[src/dssa_pkg.sv]
package dssa_pkg;

	// Field widths of the request and response beats.
	localparam int unsigned WORD_W = 32;
	localparam int unsigned BYTE_W = 8;

	// Key derivation: replicated top seed byte, then a fixed number of
	// shift-and-conditional-XOR rounds.
	localparam int unsigned KEY_ROUNDS = 35;
	localparam logic [WORD_W-1:0] BYTE_REPLICATE = 32'h0101_0101;

	// Configuration register reset values.
	localparam logic [BYTE_W-1:0] LEN_RESET  = 8'd2;
	localparam logic [WORD_W-1:0] MASK_RESET = 32'h7FAD_EBFC;

	// Configuration register indexes.
	localparam logic [BYTE_W-1:0] CFG_SESSION_LEN = 8'd0;
	localparam logic [BYTE_W-1:0] CFG_KEY_MASK    = 8'd1;

	// Session identifiers.
	localparam logic [1:0] SESS_DEFAULT  = 2'd1;
	localparam logic [1:0] SESS_PROGRAM  = 2'd2;
	localparam logic [1:0] SESS_EXTENDED = 2'd3;

	// Security access subfunctions.
	localparam logic [BYTE_W-1:0] SUB_SEED_REQ = 8'd1;
	localparam logic [BYTE_W-1:0] SUB_SEND_KEY = 8'd2;

	typedef enum logic [1:0] {
		REQ_SESSION  = 2'd0,
		REQ_SECURITY = 2'd1,
		REQ_TICK     = 2'd2
	} req_type_t;

	typedef enum logic [1:0] {
		SVC_SESSION  = 2'd0,
		SVC_SECURITY = 2'd1,
		SVC_JUMP     = 2'd2
	} resp_service_t;

	typedef enum logic [1:0] {
		CODE_NONE        = 2'd0,
		CODE_BAD_FORMAT  = 2'd1,
		CODE_NOT_ACTIVE  = 2'd2,
		CODE_UNSUPPORTED = 2'd3
	} resp_code_t;

endpackage

[src/dssa_key_derive.sv]
module dssa_key_derive
	import dssa_pkg::*;
(
	input  logic [WORD_W-1:0] seed,
	input  logic [WORD_W-1:0] mask,
	output logic [WORD_W-1:0] key
);

	logic [WORD_W-1:0] w;

	// Each round is a multiply by x modulo the polynomial given by the mask.
	always_comb begin
		w = seed[WORD_W-1 -: BYTE_W] * BYTE_REPLICATE;
		for (int unsigned i = 0; i < KEY_ROUNDS; i++) begin
			if (w[WORD_W-1]) begin
				w = {w[WORD_W-2:0], 1'b0} ^ mask;
			end else begin
				w = {w[WORD_W-2:0], 1'b0};
			end
		end
		key = w;
	end

endmodule

[config.mk]
export PLATFORM = sky130hd
export DESIGN_NAME = dssa_key_derive
export DESIGN_NICKNAME = d
export VERILOG_FILES = /design/src/dssa_pkg.sv /design/src/dssa_key_derive.sv
export SDC_FILE = /design/constraint.sdc
export NUM_CORES = 1
export LEC_CHECK = 0
export ABC_AREA = 1
export BUFFER_PORTS_ARGS = -buffer_cell sky130_fd_sc_hd__clkbuf_2
export CORE_UTILIZATION = 40
export DETAILED_ROUTE_END_ITERATION = 10
export PLACE_DENSITY_LB_ADDON = 0.12
export SETUP_SLACK_MARGIN = 0.3
export SYNTH_ARGS = -nofsm -noshare
export SYNTH_HDL_FRONTEND = slang
export SYNTH_SLANG_ARGS = --single-unit
[constraint.sdc]
create_clock -name vclk -period 29.6
set_clock_uncertainty 0.2 [all_clocks]
set_input_delay 2.96 -clock vclk [all_inputs]
set_output_delay 2.96 -clock vclk [all_outputs]
set_load 0.05 [all_outputs]
After elaboration in Yosys (flattened, before gate mapping)
Cells that the tools add are included.

operators by class
  mux-type cells = 35
  multipliers = 1
  bitwise logic cells = 35

operator list
  kind                                                                   number
  32-bit 2-to-1 mux                                                      35
  32-bit bitwise XOR                                                     35
  8-bit by 25-bit multiplier with 32-bit output (second input constant)  1

word-level totals
  bits in registers = 0
  output and inout bits = 32
  input bits = 64
  word-level logic and storage cells = 71

Longest topological paths before layout
  depth after elaboration = 71
  depth in mapped cells = 116
  gate-level depth less buffers = 108

Worst setup path after synthesis
OpenSTA, ideal clock, no wires.

  path type = in2out
  from = input mask[30]
  to = output key[25]
  slack = 14233 ps
  cell stages on the path = 101
  data arrival time = 12207 ps
  data required time = 26440 ps
  cells stage by stage = buf_2 -> nand2_1 -> nand2_1 -> nand2_1 -> clkinv_1 -> nand2_1 -> nand2_4 -> nand2_1 -> nand2_1 -> nand2_2 -> nor2_2 -> nand2_2 -> nand2_4 -> nand2_2 -> nand2_2 -> nand2_2 -> nor2_2 -> nand2_2 -> [... 65 more ...] -> nand3_2 -> nand2_4 -> nand2_4 -> nand2_4 -> inv_2 -> nor2_4 -> nand3_2 -> nand2_2 -> nand2_1 -> nand2_2 -> nand2_2 -> buf_6 -> nand3_4 -> buf_6 -> nand3_1 -> nand2_1 -> inv_2 -> nor2_1

between the ends
  word-level cells in the longest chain between the ends = 68
  elaborated cells on any way between the ends = 70
  classes of those cells = mux: 35; bitwise: 35

RTL lines
  what                                                            RTL line                                      RTL
  start, declared                                                 dssa_key_derive.sv:5                          input logic [WORD_W-1:0] mask,
  32-bit bitwise XOR                                              dssa_key_derive.sv:16                         w = {w[WORD_W-2:0], 1'b0} ^ mask;
  32-bit 2-to-1 mux                                               dssa_key_derive.sv:15                         if (w[WORD_W-1]) begin
  32-bit bitwise XOR                                              dssa_key_derive.sv:16
  32-bit 2-to-1 mux (2 in a row)                                  dssa_key_derive.sv:15
  32-bit bitwise XOR                                              dssa_key_derive.sv:16
  32-bit 2-to-1 mux                                               dssa_key_derive.sv:15
  32-bit bitwise XOR                                              dssa_key_derive.sv:16
  32-bit 2-to-1 mux                                               dssa_key_derive.sv:15
  [... 51 more ...]                                               n/a
  32-bit bitwise XOR / 32-bit 2-to-1 mux (equally long branches)  dssa_key_derive.sv:16, dssa_key_derive.sv:15
  32-bit 2-to-1 mux / 32-bit bitwise XOR (equally long branches)  dssa_key_derive.sv:15, dssa_key_derive.sv:16
  32-bit bitwise XOR / 32-bit 2-to-1 mux (equally long branches)  dssa_key_derive.sv:16, dssa_key_derive.sv:15
  32-bit 2-to-1 mux *                                             dssa_key_derive.sv:15
  32-bit bitwise XOR / 32-bit 2-to-1 mux (equally long branches)  dssa_key_derive.sv:16, dssa_key_derive.sv:15
  32-bit 2-to-1 mux *                                             dssa_key_derive.sv:15
  32-bit bitwise XOR / 32-bit 2-to-1 mux (equally long branches)  dssa_key_derive.sv:16, dssa_key_derive.sv:15
  32-bit 2-to-1 mux *                                             dssa_key_derive.sv:15
  end, declared                                                   dssa_key_derive.sv:6                          output logic [WORD_W-1:0] key

Mark *: on every way between the ends. The rest lies on a longest branch, timed or not.

Worst setup path after layout
  from = input mask[30]
  to = output key[9]

between the ends
  word-level cells in the longest chain between the ends = 68
  elaborated cells on any way between the ends = 70
  classes of those cells = mux: 35; bitwise: 35

RTL lines
  what                                                            RTL line
  32-bit bitwise XOR                                              dssa_key_derive.sv:16
  32-bit 2-to-1 mux                                               dssa_key_derive.sv:15
  32-bit bitwise XOR                                              dssa_key_derive.sv:16
  32-bit 2-to-1 mux (2 in a row)                                  dssa_key_derive.sv:15
  32-bit bitwise XOR                                              dssa_key_derive.sv:16
  32-bit 2-to-1 mux                                               dssa_key_derive.sv:15
  32-bit bitwise XOR                                              dssa_key_derive.sv:16
  32-bit 2-to-1 mux                                               dssa_key_derive.sv:15
  [... 51 more ...]                                               n/a
  32-bit bitwise XOR / 32-bit 2-to-1 mux (equally long branches)  dssa_key_derive.sv:16, dssa_key_derive.sv:15
  32-bit 2-to-1 mux / 32-bit bitwise XOR (equally long branches)  dssa_key_derive.sv:15, dssa_key_derive.sv:16
  32-bit bitwise XOR / 32-bit 2-to-1 mux (equally long branches)  dssa_key_derive.sv:16, dssa_key_derive.sv:15
  32-bit 2-to-1 mux *                                             dssa_key_derive.sv:15
  32-bit bitwise XOR / 32-bit 2-to-1 mux (equally long branches)  dssa_key_derive.sv:16, dssa_key_derive.sv:15
  32-bit 2-to-1 mux *                                             dssa_key_derive.sv:15
  32-bit bitwise XOR / 32-bit 2-to-1 mux (equally long branches)  dssa_key_derive.sv:16, dssa_key_derive.sv:15
  32-bit 2-to-1 mux *                                             dssa_key_derive.sv:15

Marks and branches as above.

==> key figures <==
Setup path
  • Crit path launch: mask[30]
  • Crit-path max FO: 56
  • Critical Path RT: around 26000 ps
  • CP peak stage delay: slightly below 900 ps
  • Crit end category: output pin
  • CP Launch Type: input pin
  • Cell family with most CP delay: simple AND/OR/NAND/NOR gates
  • CP arrival: between 20000 and 25000 ps
  • Crit path buffers/inverters: 15
  • Max stage delay cell, worst path: nand2_1
  • CP most frequent cell: nand2_1
  • Crit path kind: in2out

GRT
  • Initial antenna violation count: 0
  • GRT Resource Usage Total: 20.7%
  • Pin count of the biggest net entering global routing: 60
  • First-pass GRT wire length: roughly 80 mm
  • Vias in the first global route: ~16000
  • Grt total ovfl: 0

Synth
  • Syn_area_per_cell: between 5 and 6 sq um
  • Synth warn: 0
  • Netlist Area Pre-Place: around 0.018 sq mm
  • Library cells used by synthesis: 32
  • Synth Instances: roughly 3300
  • Net Count, Synth: about 3400
  • Sequential fraction of the synthesis area: 0%

Final layout
  • Num sequential: 0
  • Area Overhead vs Synth: 0.643%
  • Clock buf count: 0
  • ANT cells: 0
  • Design area: 0.0180 sq mm
  • Core Util, Final: about two fifths
  • FILL cells: approximately 4800
  • Layout net count: 3255
  • Sequential Area: 0 sq um
  • Share of cells above drive strength 1: 7.78%

STA
  • Final Max Slew Viols: 0
  • Final hold violation count: 0
  • WHS: about 6500 ps
  • Tmin final: ~27000 ps
  • Max frequency: 37.6 MHz
  • Slew Limit Headroom: about a fifth
  • Final period util: approximately nine tenths
  • RSZ-0062 raised after global routing: false
  • Setup-failing EPs final: 0
  • Setup TNS: 0 ps
  • Tightest Pin Transition: ~1200 ps

Die
  • Initial Utilization: 40.5%
  • Std-Cell Rows: 77
  • Die Ht: about 210 microns
  • Core area: 0.0442 sq mm
  • Die width: between 200 and 250 microns
  • Ports: 96
  • Die area: 0.0456 sq mm

Routing
  • Drt drc: 0
  • First-pass DRT Iterations: 5
  • WL final: around 48 mm
  • Initial drt markers: 826
  • Vias per cell: around 4.7
  • Routed wire per std cell: roughly 13 microns
  • Total number of vias: 17600
  • ANT nets after route: 0

CTS
  • # hold bufs at CTS: 0
  • Cts repair resizes: 0
  • Postcts setup bufs: 0

Placed design
  • Dpl cell area: ~0.018 sq mm
  • Port bufs: 72
  • Detailed Place HPWL: about 37 mm
  • GPL Wtd Cong: 0.817

Worst hold path
  • Min-Delay Endpoint: key[2]
  • Hold WC Path Type: in2out
  • Worst Hold Depth: 5
  • Hold Crit Start: mask[2]

Job
  • Max Cap Violations: 0

Outcome
  • Status: finished clean
## final cells by class
class | count | area [sq um] | area share [%]
timing repair buffer | 109 | 638 | 3.54
inverter | 239 | 902 | 5.01
tap | 592 | 741 | 4.11
multi-input combinational | 2841 | 15700 | 87.3
## worst max path at each step
| stage | slack [ps] | cells past startpoint | end |
|---|---|---|---|
| finish | 3040 | 97 | key[9] |
| global placement | 2750 | 96 | key[9] |
| CTS | 2310 | 96 | key[9] |
| detailed placement | 2350 | 97 | key[9] |
| global route | 450 | 97 | key[1] |
| floorplan | 14230 | 101 | key[25] |
## synth_stat cells
cell | instances | area share [%]
nand2_2 | 33 | 1.2
clkinv_1 | 6 | 0.13
nor2_2 | 9 | 0.31
buf_4 | 41 | 1.7
nand3_1 | 312 | 8.7
nand2b_1 | 2 | 0.070
nor2_8 | 1 | 0.11
xor2_4 | 1 | 0.15
buf_6 | 10 | 0.63
nand2_1 | 1128 | 24
inv_2 | 46 | 0.96
inv_4 | 2 | 0.070
a21oi_1 | 5 | 0.14
nor2_4 | 3 | 0.19
nand3_2 | 14 | 0.78
o21ai_1 | 18 | 0.50
xor2_2 | 2 | 0.18
nand3b_1 | 1 | 0.042
clkbuf_1 | 74 | 1.6
nand3_4 | 10 | 0.98
xnor2_1 | 491 | 24
buf_2 | 94 | 2.6
or2_1 | 1 | 0.035
or2_2 | 5 | 0.17
buf_1 | 26 | 0.55
nor2_1 | 420 | 8.8
o21ai_0 | 40 | 1.1
inv_1 | 185 | 3.9
nand2_4 | 12 | 0.75
nand4_1 | 22 | 0.77
xor2_1 | 310 | 15
a21o_1 | 1 | 0.042
## per-layer routing
layer	track usage, %	share of wire, %
met1	28.6	50
met2	37.7	48
met5	0	0
met3	0.0879	1.9
met4	1.06	0.53
## kinds of logic (layout without fill, tap and decap cells)
logic type                count (synthesis)  count (layout)  synth area share, %
and+or+nand+nor                        1973            1973                 46.6
xor gates and xnor gates                804             804                 39.5
AOI/OAI and AO/OA                        64              64                 1.80
buffers and inverters                   484             348                 12.1
## through the flow
stage	std cells	worst slack, ps
floorplan	3325	14230
global placement	3781	2750
detailed placement	3781	2350
CTS	3781	2310
global route	3781	450
finish	3781	3040
## cell usage in the layout (no fill, tap or decap)
cell / netlist / final
nand3_4: 10 / 10
or2_2: 5 / 5
xor2_2: 2 / 2
xor2_1: 310 / 310
inv_1: 185 / 185
nand2_1: 1128 / 1127
xor2_4: 1 / 1
nand2_2: 33 / 34
nand3b_1: 1 / 1
nor2_2: 9 / 9
clkbuf_2: 0 / 71
nor2_4: 3 / 3
nand2b_1: 2 / 2
inv_2: 46 / 46
clkinv_1: 6 / 6
buf_2: 94 / 1
nand3_1: 312 / 312
nand2_4: 12 / 12
nor2_1: 420 / 420
nand3_2: 14 / 14
o21ai_0: 40 / 40
nor2_8: 1 / 1
o21ai_1: 18 / 18
a21o_1: 1 / 1
buf_4: 41 / 37
or2_1: 1 / 1
xnor2_1: 491 / 491
a21oi_1: 5 / 5
inv_4: 2 / 2
nand4_1: 22 / 22
Power is left out: the tool's default activity adds up to more than one toggle a clock period on the data nets, which glitch-free logic cannot reach.
